`src/rtl/core/octc_pkg.sv`:
```
// Shared types and constants for the oven cook-timer controller.
// No dependencies; imported by octc_div and oven_cook_timer_controller.
package octc_pkg;

    // divider operand width (tick and second counters are 16 bits)
    localparam int DIV_W = 16;
    localparam int DIV_CNT_W = $clog2(DIV_W);

    localparam int LED_COUNT_DEF = 8;

    // event kinds
    localparam logic [2:0] FUNC_TICK   = 3'd0;
    localparam logic [2:0] FUNC_KNOB   = 3'd1;
    localparam logic [2:0] FUNC_B3_DN  = 3'd2;
    localparam logic [2:0] FUNC_B3_UP  = 3'd3;
    localparam logic [2:0] FUNC_B4_DN  = 3'd4;
    localparam logic [2:0] FUNC_B4_UP  = 3'd5;

    // controller states
    localparam logic [1:0] ST_SETUP  = 2'd0;
    localparam logic [1:0] ST_SELECT = 2'd1;
    localparam logic [1:0] ST_COOK   = 2'd2;
    localparam logic [1:0] ST_RESETP = 2'd3;

    // cook modes
    localparam logic [1:0] MODE_BAKE  = 2'd0;
    localparam logic [1:0] MODE_TOAST = 2'd1;
    localparam logic [1:0] MODE_BROIL = 2'd2;

    // configuration register indexes
    localparam logic [1:0] CFG_TPS        = 2'd0;
    localparam logic [1:0] CFG_LONG_PRESS = 2'd1;
    localparam logic [1:0] CFG_BAKE_OFS   = 2'd2;
    localparam logic [1:0] CFG_BROIL_TEMP = 2'd3;

    // divider handshake
    typedef struct packed {
        logic             start;
        logic [DIV_W-1:0] dividend;
        logic [DIV_W-1:0] divisor;
    } octc_div_req_t;

    typedef struct packed {
        logic             done;
        logic [DIV_W-1:0] remainder;
    } octc_div_rsp_t;

endpackage

```
`src/rtl/core/octc_div.sv`:
```
// Restoring unsigned divider, one quotient bit per cycle.
// Depends on octc_pkg for operand width and request/response structs.
module octc_div
    import octc_pkg::*;
(
    input  logic          aclk,
    input  logic          aresetn,
    input  octc_div_req_t req,
    output octc_div_rsp_t rsp
);

    localparam logic [DIV_CNT_W-1:0] LAST_STEP = DIV_CNT_W'(DIV_W - 1);

    logic                 busy_reg;
    logic                 done_reg;
    logic [DIV_CNT_W-1:0] cnt_reg;
    logic [DIV_W-1:0]     quo_reg;
    logic [DIV_W-1:0]     rem_reg;
    logic [DIV_W-1:0]     dsr_reg;

    logic [DIV_W:0] shifted;
    logic [DIV_W:0] trial;

    always_comb begin
        shifted = {rem_reg, quo_reg[DIV_W-1]};
        trial   = shifted - {1'b0, dsr_reg};
    end

    always_ff @(posedge aclk) begin
        if (!aresetn) begin
            busy_reg <= 1'b0;
            done_reg <= 1'b0;
            cnt_reg  <= '0;
        end else begin
            done_reg <= 1'b0;
            if (req.start) begin
                busy_reg <= 1'b1;
                cnt_reg  <= '0;
            end else if (busy_reg) begin
                cnt_reg <= cnt_reg + 1'b1;
                if (cnt_reg == LAST_STEP) begin
                    busy_reg <= 1'b0;
                    done_reg <= 1'b1;
                end
            end
        end
    end

    always_ff @(posedge aclk) begin
        if (req.start) begin
            quo_reg <= req.dividend;
            rem_reg <= '0;
            dsr_reg <= req.divisor;
        end else if (busy_reg) begin
            // borrow in the top bit means the trial subtract failed
            if (trial[DIV_W]) begin
                rem_reg <= shifted[DIV_W-1:0];
                quo_reg <= {quo_reg[DIV_W-2:0], 1'b0};
            end else begin
                rem_reg <= trial[DIV_W-1:0];
                quo_reg <= {quo_reg[DIV_W-2:0], 1'b1};
            end
        end
    end

    assign rsp.done      = done_reg;
    assign rsp.remainder = rem_reg;

endmodule

```
`src/rtl/core/oven_cook_timer_controller.sv`:
```
// Oven cook-timer controller top level: event sequencer, state and result register.
// Depends on octc_pkg and octc_div.
//
// Usage: one event request (tick, knob reading, button 3/4 press or release)
// enters on s_valid/s_ready; each request yields exactly one status result on
// m_valid/m_ready. Settings are written through cfg_wr_en/cfg_index/cfg_wdata
// while no request is in flight.
// One request at a time: the next is taken only once the sequencer is idle.
// Knob, button and ordinary tick requests go from the EXEC state straight to
// the OUT state. A tick during a cook runs the shared restoring divider on
// press length mod ticks per second; at a second boundary that does not end
// the cook it runs it once more on elapsed seconds mod (set time / LED count,
// taken by a constant reciprocal multiply), unless that quotient is zero.
// s_ready rises again once the result has moved into the output register, so
// the next request is taken while a result still waits; if the receiver stalls
// longer, the finished result of the following request holds the sequencer
// and s_ready stays low.
// Reset (aresetn, synchronous, active low) restores the default settings and
// puts the oven in setup, bake mode, time selected, set time 1 s.
module oven_cook_timer_controller
    import octc_pkg::*;
#(
    parameter int LED_COUNT = LED_COUNT_DEF
) (
    input  logic        aclk,
    input  logic        aresetn,

    input  logic        cfg_wr_en,
    input  logic [1:0]  cfg_index,
    input  logic [9:0]  cfg_wdata,

    input  logic        s_valid,
    output logic        s_ready,
    input  logic [2:0]  s_func,
    input  logic [9:0]  s_knob_value,

    output logic        m_valid,
    input  logic        m_ready,
    output logic [1:0]  m_oven_state,
    output logic [1:0]  m_cook_mode,
    output logic        m_adjusting_temp,
    output logic [8:0]  m_set_time_s,
    output logic [8:0]  m_remaining_s,
    output logic [10:0] m_temperature_f,
    output logic        m_heater_on,
    output logic [7:0]  m_led_bar
);

    localparam int LED_EXT_W = (LED_COUNT > 8) ? LED_COUNT : 8;

    // set time / LED_COUNT by reciprocal; exact for 9-bit set times
    localparam int         PER_SH    = 13;
    localparam logic [13:0] PER_RECIP = 14'((2 ** PER_SH + LED_COUNT - 1) / LED_COUNT);

    localparam logic [2:0] SEQ_IDLE = 3'd0;
    localparam logic [2:0] SEQ_EXEC = 3'd1;
    localparam logic [2:0] SEQ_TPS  = 3'd2;
    localparam logic [2:0] SEQ_ELAP = 3'd4;
    localparam logic [2:0] SEQ_OUT  = 3'd5;

    // settings
    logic [7:0] tps_reg;
    logic [7:0] long_press_reg;
    logic [9:0] bake_ofs_reg;
    logic [9:0] broil_temp_reg;

    // request holding
    logic [2:0] func_reg;
    logic [9:0] knob_reg;

    // controller state
    logic [2:0]           seq_reg;
    logic [1:0]           ctrl_state_reg;
    logic [1:0]           mode_reg;
    logic                 temp_select_reg;
    logic [8:0]           cook_time_reg;
    logic [7:0]           knob_temp_reg;
    logic [8:0]           time_left_reg;
    logic [15:0]          tick_count_reg;
    logic [15:0]          press_start_reg;
    logic [15:0]          seconds_elapsed_reg;
    logic [LED_COUNT-1:0] led_pattern_reg;

    // result register
    logic        m_valid_reg;
    logic [1:0]  m_oven_state_reg;
    logic [1:0]  m_cook_mode_reg;
    logic        m_adjusting_temp_reg;
    logic [8:0]  m_set_time_s_reg;
    logic [8:0]  m_remaining_s_reg;
    logic [10:0] m_temperature_f_reg;
    logic        m_heater_on_reg;
    logic [7:0]  m_led_bar_reg;

    octc_div_req_t div_req;
    octc_div_rsp_t div_rsp;

    logic [15:0]          tick_inc;
    logic [15:0]          press_len;
    logic [15:0]          press_len_tick;
    logic [7:0]           tps_eff;
    logic                 heating;
    logic                 tick_cancel;
    logic                 tick_countdown;
    logic [8:0]           tl_dec;
    logic [7:0]           knob_q;
    logic [21:0]          per_prod;
    logic [8:0]           per_q;
    logic [10:0]          temp_now;
    logic [LED_EXT_W-1:0] led_ext;
    logic                 out_free;

    octc_div u_div (
        .aclk    (aclk),
        .aresetn (aresetn),
        .req     (div_req),
        .rsp     (div_rsp)
    );

    always_comb begin
        tick_inc       = tick_count_reg + 16'd1;
        press_len      = tick_count_reg - press_start_reg;
        press_len_tick = tick_inc - press_start_reg;
        tps_eff        = (tps_reg == 8'd0) ? 8'd1 : tps_reg;
        heating        = (ctrl_state_reg == ST_COOK) || (ctrl_state_reg == ST_RESETP);
        tick_cancel    = (ctrl_state_reg == ST_RESETP) &&
                         (press_len_tick >= 16'(long_press_reg));
        tick_countdown = (func_reg == FUNC_TICK) && heating && !tick_cancel;
        tl_dec         = (time_left_reg == 9'd0) ? 9'd0 : time_left_reg - 9'd1;
        knob_q         = knob_reg[9:2];
        per_prod       = {13'd0, cook_time_reg} * {8'd0, PER_RECIP};
        per_q          = per_prod[21:13];
        led_ext        = LED_EXT_W'(led_pattern_reg);
        out_free       = !m_valid_reg || m_ready;
        unique case (mode_reg)
            MODE_TOAST: temp_now = 11'd0;
            MODE_BROIL: temp_now = {1'b0, broil_temp_reg};
            default:    temp_now = {3'b000, knob_temp_reg} + {1'b0, bake_ofs_reg};
        endcase
    end

    // divider launch points
    always_comb begin
        div_req = '0;
        unique case (seq_reg)
            SEQ_EXEC: begin
                if (tick_countdown) begin
                    div_req.start    = 1'b1;
                    div_req.dividend = press_len_tick;
                    div_req.divisor  = DIV_W'(tps_eff);
                end
            end
            SEQ_TPS: begin
                if (div_rsp.done && div_rsp.remainder == '0 && tl_dec != 9'd0 &&
                    per_q != 9'd0) begin
                    div_req.start    = 1'b1;
                    div_req.dividend = seconds_elapsed_reg + 16'd1;
                    div_req.divisor  = DIV_W'(per_q);
                end
            end
            default: ;
        endcase
    end

    always_ff @(posedge aclk) begin
        if (!aresetn) begin
            tps_reg        <= 8'd5;
            long_press_reg <= 8'd5;
            bake_ofs_reg   <= 10'd300;
            broil_temp_reg <= 10'd500;
        end else if (cfg_wr_en) begin
            unique case (cfg_index)
                CFG_TPS:        tps_reg        <= cfg_wdata[7:0];
                CFG_LONG_PRESS: long_press_reg <= cfg_wdata[7:0];
                CFG_BAKE_OFS:   bake_ofs_reg   <= cfg_wdata;
                CFG_BROIL_TEMP: broil_temp_reg <= cfg_wdata;
            endcase
        end
    end

    always_ff @(posedge aclk) begin
        if (s_valid && s_ready) begin
            func_reg <= s_func;
            knob_reg <= s_knob_value;
        end
    end

    always_ff @(posedge aclk) begin
        if (!aresetn) begin
            seq_reg             <= SEQ_IDLE;
            ctrl_state_reg      <= ST_SETUP;
            mode_reg            <= MODE_BAKE;
            temp_select_reg     <= 1'b0;
            cook_time_reg       <= 9'd1;
            knob_temp_reg       <= 8'd50;
            time_left_reg       <= 9'd1;
            tick_count_reg      <= '0;
            press_start_reg     <= '0;
            seconds_elapsed_reg <= '0;
            led_pattern_reg     <= '0;
            m_valid_reg         <= 1'b0;
        end else begin
            if (seq_reg == SEQ_OUT && out_free) begin
                m_valid_reg <= 1'b1;
            end else if (m_ready) begin
                m_valid_reg <= 1'b0;
            end
            unique case (seq_reg)
                SEQ_IDLE: begin
                    if (s_valid) begin
                        seq_reg <= SEQ_EXEC;
                    end
                end
                SEQ_EXEC: begin
                    seq_reg <= tick_countdown ? SEQ_TPS : SEQ_OUT;
                    unique case (func_reg)
                        FUNC_TICK: begin
                            tick_count_reg <= tick_inc;
                            if (tick_cancel) begin
                                ctrl_state_reg  <= ST_SETUP;
                                led_pattern_reg <= '0;
                            end
                        end
                        FUNC_KNOB: begin
                            if (!temp_select_reg) begin
                                cook_time_reg <= {1'b0, knob_q} + 9'd1;
                            end else begin
                                knob_temp_reg <= knob_q;
                            end
                        end
                        FUNC_B3_DN: begin
                            if (ctrl_state_reg == ST_SETUP) begin
                                press_start_reg <= tick_count_reg;
                                ctrl_state_reg  <= ST_SELECT;
                            end
                        end
                        FUNC_B3_UP: begin
                            if (ctrl_state_reg == ST_SELECT) begin
                                if (press_len < 16'(long_press_reg)) begin
                                    unique case (mode_reg)
                                        MODE_BAKE:  mode_reg <= MODE_TOAST;
                                        MODE_TOAST: mode_reg <= MODE_BROIL;
                                        default:    mode_reg <= MODE_BAKE;
                                    endcase
                                end else if (mode_reg == MODE_BAKE) begin
                                    temp_select_reg <= !temp_select_reg;
                                end
                                ctrl_state_reg <= ST_SETUP;
                            end
                        end
                        FUNC_B4_DN: begin
                            if (ctrl_state_reg == ST_SETUP) begin
                                press_start_reg     <= tick_count_reg;
                                ctrl_state_reg      <= ST_COOK;
                                time_left_reg       <= cook_time_reg;
                                seconds_elapsed_reg <= '0;
                                led_pattern_reg     <= '1;
                            end else if (ctrl_state_reg == ST_COOK) begin
                                press_start_reg <= tick_count_reg;
                                ctrl_state_reg  <= ST_RESETP;
                            end
                        end
                        FUNC_B4_UP: begin
                            if (ctrl_state_reg == ST_RESETP) begin
                                ctrl_state_reg <= ST_COOK;
                            end
                        end
                        default: ;
                    endcase
                end
                SEQ_TPS: begin
                    if (div_rsp.done) begin
                        if (div_rsp.remainder == '0) begin
                            // second boundary
                            seconds_elapsed_reg <= seconds_elapsed_reg + 16'd1;
                            if (tl_dec == 9'd0) begin
                                time_left_reg   <= cook_time_reg;
                                ctrl_state_reg  <= ST_SETUP;
                                led_pattern_reg <= '0;
                                seq_reg         <= SEQ_OUT;
                            end else begin
                                time_left_reg <= tl_dec;
                                if (per_q == 9'd0) begin
                                    led_pattern_reg <= led_pattern_reg << 1;
                                    seq_reg         <= SEQ_OUT;
                                end else begin
                                    seq_reg <= SEQ_ELAP;
                                end
                            end
                        end else begin
                            seq_reg <= SEQ_OUT;
                        end
                    end
                end
                SEQ_ELAP: begin
                    if (div_rsp.done) begin
                        if (div_rsp.remainder == '0) begin
                            led_pattern_reg <= led_pattern_reg << 1;
                        end
                        seq_reg <= SEQ_OUT;
                    end
                end
                SEQ_OUT: begin
                    if (out_free) begin
                        seq_reg <= SEQ_IDLE;
                    end
                end
                default: seq_reg <= SEQ_IDLE;
            endcase
        end
    end

    always_ff @(posedge aclk) begin
        if (seq_reg == SEQ_OUT && out_free) begin
            m_oven_state_reg     <= ctrl_state_reg;
            m_cook_mode_reg      <= mode_reg;
            m_adjusting_temp_reg <= temp_select_reg;
            m_set_time_s_reg     <= cook_time_reg;
            m_remaining_s_reg    <= time_left_reg;
            m_temperature_f_reg  <= temp_now;
            m_heater_on_reg      <= heating;
            m_led_bar_reg        <= led_ext[7:0];
        end
    end

    assign s_ready          = (seq_reg == SEQ_IDLE);
    assign m_valid          = m_valid_reg;
    assign m_oven_state     = m_oven_state_reg;
    assign m_cook_mode      = m_cook_mode_reg;
    assign m_adjusting_temp = m_adjusting_temp_reg;
    assign m_set_time_s     = m_set_time_s_reg;
    assign m_remaining_s    = m_remaining_s_reg;
    assign m_temperature_f  = m_temperature_f_reg;
    assign m_heater_on      = m_heater_on_reg;
    assign m_led_bar        = m_led_bar_reg;

    // lit LEDs only ever exist during a cook or a pending cancel
    a_led_only_heating: assert property (@(posedge aclk) disable iff (!aresetn)
        led_pattern_reg != '0 |-> (ctrl_state_reg == ST_COOK || ctrl_state_reg == ST_RESETP))
        else $error("LED pattern lit outside cooking");

    // one request at a time
    a_single_request: assert property (@(posedge aclk) disable iff (!aresetn)
        s_valid && s_ready |=> !s_ready)
        else $error("request accepted while busy");

    // divider results arrive only where the sequencer waits for them
    a_div_done_expected: assert property (@(posedge aclk) disable iff (!aresetn)
        div_rsp.done |-> (seq_reg == SEQ_TPS || seq_reg == SEQ_ELAP))
        else $error("unexpected divider completion");

    // a result is never overwritten before it is taken
    a_no_overwrite: assert property (@(posedge aclk) disable iff (!aresetn)
        m_valid_reg && !m_ready && seq_reg == SEQ_OUT |=> seq_reg == SEQ_OUT)
        else $error("result register overwritten");

endmodule

```
`config.mk`:
```
export PLATFORM = sky130hd
export DESIGN_NAME = oven_cook_timer_controller
export DESIGN_NICKNAME = d
export VERILOG_FILES = /design/src/rtl/core/octc_pkg.sv /design/src/rtl/core/octc_div.sv /design/src/rtl/core/oven_cook_timer_controller.sv
export SDC_FILE = /design/constraint.sdc
export NUM_CORES = 1
export LEC_CHECK = 0
export BUFFER_PORTS_ARGS = -buffer_cell sky130_fd_sc_hd__buf_2
export CAP_MARGIN = 20
export CELL_PAD_IN_SITES_DETAIL_PLACEMENT = 1
export CELL_PAD_IN_SITES_GLOBAL_PLACEMENT = 1
export CORE_ASPECT_RATIO = 1.5
export CORE_UTILIZATION = 50
export DETAILED_ROUTE_END_ITERATION = 8
export GPL_ROUTABILITY_DRIVEN = 0
export PLACE_DENSITY = 0.89
export SLEW_MARGIN = 20
export SYNTH_ARGS = -nofsm -noshare
export SYNTH_HDL_FRONTEND = slang
export SYNTH_SLANG_ARGS = --single-unit
```
`constraint.sdc`:
```
create_clock -name aclk -period 9.1 [get_ports aclk]
set_clock_uncertainty 0.05 [all_clocks]
set_input_delay 2.73 -clock aclk [delete_from_list [all_inputs] [get_ports aclk]]
set_output_delay 2.73 -clock aclk [all_outputs]
set_load 0.01 [all_outputs]
```
==> results of run 1 <==
[power breakdown]
group / internal [mW] / switching, mW / leakage, nW
logic: 0.119 / 0.170 / 3.50
clock network: 0.602 / 0.421 / 0.386
registers: 1.10 / 0.0587 / 1.90
total: 1.83 / 0.649 / 5.78
[cells in the mapped netlist, types with 18 or more instances]
cell type,n
nor2_1,98
inv_1,61
edfxtp_1,78
a21boi_0,46
xor2_1,37
nor2b_1,41
clkbuf_1,60
mux2i_1,35
nand3_1,61
and2_1,26
ha_1,69
and3_1,26
dfxtp_1,149
a21oi_1,66
a21o_1,18
xnor2_1,55
nor3_1,32
o21ai_0,60
nand2_1,170
[metal layers]
layer	vias to the layer above	part of all wire (%)	GRT usage [%]
li1	5111	-	-
met4	0	5.5	17.24
met5	-	0	0
met3	128	3.8	3.943
met1	5361	37	29.95
met2	294	54	56.71
[worst max-delay path, stage by stage, from the launching register on]
cell       delay, ns
dfxtp_1         0.45
ha_1            0.24
and3_1          0.25
and3_1          0.24
and3_1          0.23
and3_1          0.26
and3_1          0.29
xor2_1          0.10
ha_1            0.44
a21oi_1         0.13
o21ai_0         0.38
a21oi_1         0.16
xor2_1          0.17
o2bb2ai_1       0.31
nand4_2         0.25
o31ai_4         0.41
or3_1           0.66
[kinds of logic after synthesis]
family	count (synthesis)	synth area share, %
XOR/XNOR	92	6.304
adder cells (fa/ha/maj)	73	7.381
multiplexers	39	3.093
flip-flops	227	41.66
AND/OR/NAND/NOR	541	20.71
buffers and inverters	131	3.994
AO/OA/AOI/OAI	314	16.85
[metrics by stage]
| step | utilization (%) | hold WS, ns |
|---|---|---|
| 5_1_grt | 56.65 | 0.4082 |
| 2_1_floorplan | - | 0.3494 |
| 4_1_cts | 56.62 | 0.3892 |
| 3_5_place_dp | 53.42 | 0.3819 |
| 3_3_place_gp | 53.42 | 0.3649 |
| 6_report | 56.65 | 0.3907 |
[layout make-up]
class / count / share of cell area (%)
Multi-Input combinational cell: 1059 / 49.14
Sequential cell: 227 / 37.52
Clock buffer: 27 / 4.373
Timing Repair Buffer: 83 / 3.139
Tap cell: 328 / 2.892
Inverter: 62 / 1.640
Clock inverter: 14 / 1.287
[worst min path at each step]
| stage | slack [ns] | endpoint | from | cells past startpoint |
|---|---|---|---|---|
| 3_5_place_dp | 0.38 | m_led_bar[7] | led_ext[7] | 0 |
| 3_3_place_gp | 0.36 | m_led_bar[7] | led_ext[7] | 0 |
| 5_1_grt | 0.41 | m_led_bar[7] | led_ext[7] | 0 |
| 2_1_floorplan | 0.35 | m_led_bar[7] | led_ext[7] | 0 |
| 4_1_cts | 0.39 | m_led_bar[7] | led_ext[7] | 0 |
| 6_report | 0.39 | m_led_bar[7] | led_ext[7] | 0 |
==> summary.md, run 1 <==
| Metric | Value |
|---|---|
| Clock root buffer | `clkbuf_16` |
| Area Growth Syn to Fin | `11.03%` |
| Status | `complete, no violations` |
| Reg2Reg Capture Point | `u_div.quo_reg[15]` |
| Startpoint Class | `flop` |
| Die area | `about 0.026 mm²` |
| Non-filler instance count after layout | `between 1.5k and 2k` |
| Antenna violations before repair | `0` |
| Synth Cell Area | `0.01278 mm²` |
| Commonest cells after routing, fill and taps aside | `nand2_1, dfxtp_1, nor2_1` |
| Dominant cells by area after synthesis | `dfxtp_1, edfxtp_1, ha_1` |
| Area occupied by multi-input gates | `between 0.006 and 0.007 mm²` |
| DP HPWL | `26470 µm` |
| Via count | `10.89k` |
| Site Rows | `71` |
| Clock slew at reported path FFs | `about 0.060 ns` |
| CTS tree | `yes` |
| Reg2Reg Launch Point | `tick_count_reg[1]` |
| Dominant synthesized flop cell | `dfxtp_1` |
| Worst slew margin relative to its limit | `21.82%` |
| R2R cell count | `16` |
| TNS Setup | `0 ns` |
| Yosys reg bits | `about 230` |
| Number of clock sinks | `227` |
| Final slew viol count | `0` |
| CP Class | `flop to flop` |
| Port bufs | `72` |
| Max-cap violations | `0` |
| Placed cell count | `1759` |
| Worst EP required | `roughly 9 ns` |
| Pleak | `5.784 nW` |
| Vias/cell | `6.052` |
| Distinct cells, synth | `68` |
| Post-Syn Instances | `1417` |
| Core area | `0.02505 mm²` |
| Remaining antenna violation count | `0` |
| Post-Syn Nets | `between 1.5k and 2k` |
| Clock tree buffer depth | `3` |
| Die Ht | `197.8 µm` |
| Post CTS Setup Buffer Count | `0` |
| HP Class | `flop to flop` |
| Yosys warns | `0` |
| Die W | `132.5 µm` |
| DRT Pass-1 Iters | `5` |
| Tcrit/Tclk final | `59.41%` |
| EDFF count, synth | `78` |
| Slack of the worst reg-to-reg path | `3.69 ns` |
| Final Critical Period | `5.406 ns` |
| Fmax | `around 0.18 GHz` |
| I/O Pins | `75` |
| Iteration-0 DRC Markers | `562` |
| Yosys top cell area share | `23.34%` |
| Post-synth ARST share | `0%` |
| Least-Margin Pin Slew | `1.168 ns` |
| CTS H-tree depth | `1` |
| Pin count of the biggest net entering global routing | `74` |
| P per Cell Area | `174.4 mW/mm²` |
| DRC | `0` |
| Vias in the first global route | `roughly 12k` |
| Pre-CTS WS | `3.779 ns` |
| Commonest non-fill, non-tap cell in the layout | `nand2_1` |
| RSZ-0062 raised after global routing | `false` |
| Setup crit end | `u_div.quo_reg[15]` |
| Worst-Skew Late Latency | `0.53 ns` |
| WP data arrival | `5.52 ns` |
| Starting Density | `51.02%` |
| Total CTS buffers | `23` |
| Endpoints failing setup | `0` |
| Final worst setup slack | `3.694 ns` |
| Sequential fraction of the synthesis area | `41.66%` |
| First-pass GRT wire length | `61000 µm` |
| Finished Cell Area | `0.01419 mm²` |
| Post-cts sizing count | `0` |
| WL/cell | `21.30 µm` |
| Worst Setup SP | `tick_count_reg[1]` |
| Final wirelength | `38340 µm` |
| Worst Path Max Fanout | `16` |
| Peak VDD IR | `roughly 0.17 mV` |
| Final net count | `1559` |
| Post-DP Area | `0.01338 mm²` |
| GRT Overall Usage | `29.41%` |
| Pwr Total | `2.475 mW` |
| Layout cells sized above 1 | `9.783%` |
| Grt ovf | `0` |
| Syn_area_per_cell | `9.020 µm²` |
| Final hold vios | `0` |
| Filler cell count | `2939` |
| Seq. cell area | `0.005325 mm²` |
| Hold buffers post-CTS | `0` |
| Post-synth top area cell | `dfxtp_1` |
| Crit end category | `flop` |
| Diode count | `0` |
Power figures use the tool's default switching activity.
==> run 2, diff against run 1 <==
--- a/config.mk
+++ b/config.mk
@@ -10,10 +10,10 @@
 export CELL_PAD_IN_SITES_DETAIL_PLACEMENT = 1
 export CELL_PAD_IN_SITES_GLOBAL_PLACEMENT = 1
 export CORE_ASPECT_RATIO = 1.5
-export CORE_UTILIZATION = 50
+export CORE_UTILIZATION = 43
 export DETAILED_ROUTE_END_ITERATION = 8
 export GPL_ROUTABILITY_DRIVEN = 0
-export PLACE_DENSITY = 0.89
+export PLACE_DENSITY = 0.82
 export SLEW_MARGIN = 20
 export SYNTH_ARGS = -nofsm -noshare
 export SYNTH_HDL_FRONTEND = slang
==> constraint.sdc (replaced) <==
create_clock -name aclk -period 4.6 [get_ports aclk]
set_clock_uncertainty 0.05 [all_clocks]
set_input_delay 1.38 -clock aclk [delete_from_list [all_inputs] [get_ports aclk]]
set_output_delay 1.38 -clock aclk [all_outputs]
set_load 0.01 [all_outputs]
==> run 2 against run 1 <==
Net effect:
- power grew 97%
- clock power increased by 97%
- final cell count is 5.4% higher
- non-clock buffer count is 33 higher
- first-iteration DRC count decreased by 9.4%
- sequential power is 98% higher
- maximum frequency is 20% higher
- cell area up 2.8%
- die area grew 16%
==> summary.md, run 2 (same netlist as run 1, synthesis figures left out) <==
| Metric | Value |
|---|---|
| Non-filler instance count after layout | `1898 (+5.4%)` |
| Startpoint Class | `flop` |
| Number of clock sinks | `227 (unchanged)` |
| Peak VDD IR | `0.3021 mV (+77%)` |
| Tcrit/Tclk final | `97.77% (+38 points)` |
| Commonest cells after routing, fill and taps aside | `nand2_1, dfxtp_1, nor2_1` |
| Worst hold start | `led_ext[7]` |
| Pleak | `5.982 nW (+3.4%)` |
| R2R cell count | `19 (+3)` |
| CP Class | `flop to flop` |
| CTS tree | `yes` |
| Least-Margin Pin Slew | `0.9302 ns (-0.2382 ns)` |
| Slack of the worst reg-to-reg path | `0.10 ns (-3.59 ns)` |
| Site Rows | `76 (+7.0%)` |
| HP Class | `flop to flop` |
| Reg2Reg Launch Point | `tick_count_reg[0]` |
| Die W | `142.8 µm (+7.7%)` |
| DP HPWL | `25970 µm (-1.9%)` |
| Diode count | `0 (unchanged)` |
| Die Ht | `213.2 µm (+7.8%)` |
| Hold buffers post-CTS | `0 (unchanged)` |
| Layout cells sized above 1 | `12.73% (+2.9 points)` |
| Placed cell count | `1848 (+5.1%)` |
| WL/cell | `19.02 µm (-11%)` |
| Final slew viol count | `0 (unchanged)` |
| Max-cap violations | `0 (unchanged)` |
| Pwr Total | `4.866 mW (+97%)` |
| TNS Setup | `0 ns (unchanged)` |
| Hold Path Stages | `0 (unchanged)` |
| Crit end category | `flop` |
| Clock tree buffer depth | `3 (unchanged)` |
| Area Growth Syn to Fin | `14.19%` |
| Final net count | `1593 (+2.2%)` |
| Final Critical Period | `4.498 ns (-0.9086 ns)` |
| Vias/cell | `5.655 (-6.6%)` |
| I/O Pins | `75 (unchanged)` |
| Via count | `10.73k (-1.5%)` |
| Fmax | `0.2223 GHz (+20%)` |
| Total CTS buffers | `24 (+4.3%)` |
| Die area | `0.03043 mm² (+16%)` |
| Grt ovf | `0 (unchanged)` |
| Iteration-0 DRC Markers | `509 (-9.4%)` |
| DRT Pass-1 Iters | `5 (unchanged)` |
| Vias in the first global route | `11.10k (-5.8%)` |
| Clock slew at reported path FFs | `0.06 ns (about the same)` |
| Worst Path Max Fanout | `8 (-8)` |
| Core area | `0.02900 mm² (+16%)` |
| P per Cell Area | `333.5 mW/mm² (+91%)` |
| Endpoints failing setup | `0 (unchanged)` |
| Starting Density | `44.07% (-7.0 points)` |
| First-pass GRT wire length | `56440 µm (-7.5%)` |
| Worst-Skew Late Latency | `0.54 ns (about the same)` |
| Commonest non-fill, non-tap cell in the layout | `nand2_1` |
| CTS H-tree depth | `1 (unchanged)` |
| Worst EP required | `4.83 ns (-4.38 ns)` |
| Port bufs | `72 (unchanged)` |
| Final wirelength | `36110 µm (-5.8%)` |
| Reg2Reg Capture Point | `u_div.quo_reg[6]` |
| DRC | `0 (unchanged)` |
| Status | `complete, no violations` |
| WP data arrival | `4.73 ns (-0.79 ns)` |
| Antenna violations before repair | `0 (unchanged)` |
| GRT Overall Usage | `23.52% (-5.9 points)` |
| Worst Hold Path EP | `m_led_bar[7]` |
| Remaining antenna violation count | `0 (unchanged)` |
| Clock root buffer | `clkbuf_16` |
| Pin count of the biggest net entering global routing | `73 (-1.4%)` |
| Final hold vios | `0 (unchanged)` |
| Worst slew margin relative to its limit | `37.65% (+16 points)` |
-- run 2: changes by cell type in the layout (fill, tap and decap cells not counted), sizes merged --
cell	before	now
buf	83	116
bufinv	4	2
clkinvlp	3	0
clkinv	7	11
inv	62	63
clkbuf	27	30
-- run 2: how the worst max path moves through the flow --
stage	end	slack, ns	depth (start not counted)	start
finish	u_div.quo_reg[6]	0.10	19	tick_count_reg[0]
global route	u_div.quo_reg[3]	-0.05	16	tick_count_reg[1]
CTS	u_div.quo_reg[7]	0.008	18	tick_count_reg[0]
detailed placement	u_div.quo_reg[7]	0.03	18	tick_count_reg[0]
global placement	u_div.quo_reg[10]	0.11	17	tick_count_reg[0]
floorplan	u_div.quo_reg[0]	0.04	17	tick_count_reg[1]
-- run 2: timing repair --
item,CTS,global route
buffers inserted,0,6
pin swaps,1,8
setup endpoints to repair,2,74
gates resized for setup,0,16
-- run 2: report_power, final --
group	internal (mW)	switching (mW)	total, mW
logic	0.241	0.320	0.561
registers	2.18	0.115	2.30
clock network	1.16	0.848	2.01
-- run 2: per-layer routing --
| metal | global-route usage (%) | wire (µm) | vias up |
|---|---|---|---|
| met5 | 0 | 0 | - |
| met4 | 9.270 | 1157 | 0 |
| met3 | 2.332 | 1113 | 64 |
| met2 | 44.17 | 18970 | 203 |
| met1 | 27.01 | 14870 | 5293 |
| li1 | - | - | 5174 |
-- run 2: layout make-up --
cell class | instances | area [µm²]
fillers | 3373 | 14410
multi-input cells | 1059 | 7015
flip-flops and latches | 227 | 5328
repair buffers | 116 | 719.4
clock buffers | 30 | 674.4
well taps | 390 | 488.0
inverters | 62 | 232.7
clock inverters | 14 | 136.4
-- run 2: metrics by stage --
| stage | hold WS, ns | worst slack, ns | cell area, µm² | utilization [%] |
|---|---|---|---|---|
| floorplan | 0.3494 | 0.03847 | 12780 | - |
| global placement | 0.3684 | 0.1137 | 13690 | 47.19 |
| global route | 0.4023 | -0.04761 | 14590 | 50.32 |
| detailed placement | 0.3646 | 0.02994 | 13690 | 47.19 |
| CTS | 0.3914 | 0.007717 | 14500 | 49.99 |
| finish | 0.3832 | 0.1024 | 14590 | 50.32 |
-- run 2: critical path, cell delays in order, from the launching register on --
cell and delay [ns]:
dfxtp_2 0.34, ha_1 0.21, and3_1 0.21, buf_4 0.14
xor2_1 0.15, ha_1 0.37, o211ai_1 0.16, a21oi_2 0.19
nor2_1 0.08, xnor2_1 0.22, ha_1 0.29, a21o_1 0.19
a21o_1 0.18, a21oi_1 0.15, o221a_2 0.21, nand4_2 0.15
o31ai_4 0.35, nor2_4 0.12, buf_2 0.19, a221o_1 0.29
==> run 3, diff against run 2 <==
--- a/config.mk
+++ b/config.mk
@@ -10,10 +10,10 @@
 export CELL_PAD_IN_SITES_DETAIL_PLACEMENT = 1
 export CELL_PAD_IN_SITES_GLOBAL_PLACEMENT = 1
 export CORE_ASPECT_RATIO = 1.5
-export CORE_UTILIZATION = 43
+export CORE_UTILIZATION = 50
 export DETAILED_ROUTE_END_ITERATION = 8
 export GPL_ROUTABILITY_DRIVEN = 0
-export PLACE_DENSITY = 0.82
+export PLACE_DENSITY = 0.89
 export SLEW_MARGIN = 20
 export SYNTH_ARGS = -nofsm -noshare
 export SYNTH_HDL_FRONTEND = slang
==> constraint.sdc (replaced) <==
create_clock -name aclk -period 5.51 [get_ports aclk]
set_clock_uncertainty 0.05 [all_clocks]
set_input_delay 1.653 -clock aclk [delete_from_list [all_inputs] [get_ports aclk]]
set_output_delay 1.653 -clock aclk [all_outputs]
set_load 0.01 [all_outputs]
==> run 3 against run 2 <==
Net effect:
- core utilization increased by 6.3 points
- critical path type unchanged
- combinational power decreased by 16%
- die area decreased by 14%
- clock-buffer cell count decreased by 2
==> summary.md, run 3 (same netlist as run 1, synthesis figures left out) <==
| Metric | Value |
|---|---|
| Remaining antenna violation count | `0 (unchanged)` |
| I/O Pins | `75 (unchanged)` |
| Pwr Total | `4.024 mW (-17%)` |
| Worst-Skew Late Latency | `0.53 ns (about the same)` |
| Pleak | `5.785 nW (-3.3%)` |
| Final net count | `1562 (-1.9%)` |
| Clock slew at reported path FFs | `0.07 ns (about the same)` |
| CP Cell Sequence | `ha_1 > and3_1 > and3_1 > and3_1 > and3_1 > and3_1 > xor2_1 > ha_1 > a21oi_1 > o21ai_0 > a21oi_1 > xor2_1 > o2bb2ai_1 > nand4_2 > o31ai_4 > buf_4 > nor2_4 > inv_4 > o21ai_0` |
| Final slew viol count | `0 (unchanged)` |
| Clock power share | `40.5% (-0.7 points)` |
| Layout cells sized above 1 | `9.898% (-2.8 points)` |
| Clock tree buffer depth | `3 (unchanged)` |
| Placed cell count | `1761 (-4.7%)` |
| Clock root buffer | `clkbuf_16` |
| TNS Setup | `0 ns (unchanged)` |
| CTS tree | `yes` |
| Logic pwr share | `11.7% (+0.2 points)` |
| Number of clock sinks | `227 (unchanged)` |
| HP Class | `flop to flop` |
| Tcrit/Tclk final | `93.03% (-4.7 points)` |
| Pin count of the biggest net entering global routing | `68 (-6.8%)` |
| Die Ht | `197.8 µm (-7.2%)` |
| DRC | `0 (unchanged)` |
| Internal power | `2.965 mW (-17%)` |
| Peak VDD IR | `0.2615 mV (-13%)` |
| Antenna violations before repair | `0 (unchanged)` |
| Status | `complete, no violations` |
| Final wirelength | `38310 µm (+6.1%)` |
| Grt ovf | `0 (unchanged)` |
| GRT Overall Usage | `29.33% (+5.8 points)` |
| Core area | `0.02505 mm² (-14%)` |
| Fmax | `0.1951 GHz (-12%)` |
| Final Critical Period | `5.126 ns (+0.6282 ns)` |
| Endpoints failing setup | `0 (unchanged)` |
| Net Sw Power | `1.059 mW (-17%)` |
| DP HPWL | `26430 µm (+1.8%)` |
| Vias in the first global route | `11.75k (+5.9%)` |
| Starting Density | `51.02% (+7.0 points)` |
| Total CTS buffers | `22 (-8.3%)` |
| Startpoint Class | `flop` |
| Final worst setup slack | `0.3842 ns (+0.2818 ns)` |
| Max-cap violations | `0 (unchanged)` |
| Switching Share | `26.31% (-0.047 points)` |
| Worst slew margin relative to its limit | `31.95% (-5.7 points)` |
| Commonest non-fill, non-tap cell in the layout | `nand2_1` |
| Worst Path Max Fanout | `24 (+16)` |
| P per Cell Area | `283.7 mW/mm² (-15%)` |
| RSZ-0062 raised after global routing | `false` |
| CTS H-tree depth | `1 (unchanged)` |
| Commonest cells after routing, fill and taps aside | `nand2_1, dfxtp_1, nor2_1` |
| Pre-CTS WS | `0.2716 ns (+0.2416 ns)` |
| Die W | `132.5 µm (-7.2%)` |
| Slowest Stage Delay on Critical Path | `0.47 ns (+0.10 ns)` |
| Filler cell count | `2904 (-14%)` |
| Final hold vios | `0 (unchanged)` |
| Area Growth Syn to Fin | `10.96%` |
| Worst EP required | `5.73 ns (+0.90 ns)` |
| Least-Margin Pin Slew | `1.017 ns (+0.08680 ns)` |
| Cell repeated most along the worst path | `and3_1` |
| Non-filler instance count after layout | `1803 (-5.0%)` |
| Die area | `0.02622 mm² (-14%)` |
| Site Rows | `71 (-6.6%)` |
| Diode count | `0 (unchanged)` |
| Port bufs | `72 (unchanged)` |
| DRT Pass-1 Iters | `5 (unchanged)` |
| Iteration-0 DRC Markers | `555 (+9.0%)` |
| Vias/cell | `6.071 (+7.3%)` |
| CP Class | `flop to flop` |
| Seq pwr share | `47.8% (+0.6 points)` |
| WP data arrival | `5.34 ns (+0.61 ns)` |
| Slowest cell on crit path | `dfxtp_1` |
| First-pass GRT wire length | `60730 µm (+7.6%)` |
| WL/cell | `21.25 µm (+12%)` |
| Via count | `10.95k (+2.0%)` |
| Crit end category | `flop` |
## run 3: changes by cell type in the layout (fill, tap and decap cells not counted), sizes merged
cell      before  now
clkbuf        30   28
clkinvlp       0    2
clkinv        11    6
inv           63   62
bufinv         2    4
buf          116   87
## run 3: power groups by stage
stage	logic, mW	registers [mW]	clock network, mW
after floorplan	0.334	1.92	0
after global placement	0.433	1.95	0
after detailed placement	0.459	1.96	0
after CTS	0.471	1.92	1.65
after global routing	0.515	1.93	1.70
final	0.470	1.92	1.63
## run 3: path summary, 6_finish.rpt
| kind | startpoint | endpoint | slack, ns | depth (start not counted) |
|---|---|---|---|---|
| hold reg to reg | led_ext[7] | m_led_bar[7] | 0.42 | 0 |
| hold / removal | led_ext[7] | m_led_bar[7] | 0.42 | 0 |
| setup / recovery | tick_count_reg[1] | u_div.quo_reg[2] | 0.38 | 19 |
| setup reg to reg | tick_count_reg[1] | u_div.quo_reg[2] | 0.38 | 19 |
## run 3: metrics by stage
| stage | utilization, % | hold WS [ns] | instance area [µm²] |
|---|---|---|---|
| finish | 56.61 | 0.4160 | 14180 |
| global route | 56.61 | 0.4133 | 14180 |
| CTS | 56.52 | 0.3971 | 14160 |
| detailed placement | 53.48 | 0.3713 | 13400 |
| global placement | 53.48 | 0.3676 | 13400 |
| floorplan | - | 0.3494 | 12780 |
## run 3: repair_timing
item	CTS	global route
endpoints found under the setup margin	0	42
resized for setup	0	3
hold buffers	0	0
setup buffers	0	2
## run 3: final cells by class
cell class,count,area [µm²],area share [%]
clock inverter,12,180.2,1.270
tap,328,410.4,2.894
timing repair buffer,87,475.5,3.352
sequential,227,5325,37.55
clock buffer,28,583.1,4.111
multi-input combinational,1059,6973,49.17
inverter,62,235.2,1.659
## run 3: worst max-delay path, delay by kind of cell (launching register included)
family,cells,cell delay [ns]
compound gates,6,1.26
xor+xnor,2,0.27
fa+ha+maj,2,0.72
buf+inv,2,0.45
flops,1,0.47
simple gates,7,1.63
## run 3: routing by layer
layer	share of wire (%)	vias up	global-route usage (%)
met5	0	-	0
met4	5.8	0	18.52
met3	3.8	131	3.866
met2	54	304	56.39
met1	37	5400	29.56
li1	-	5111	-
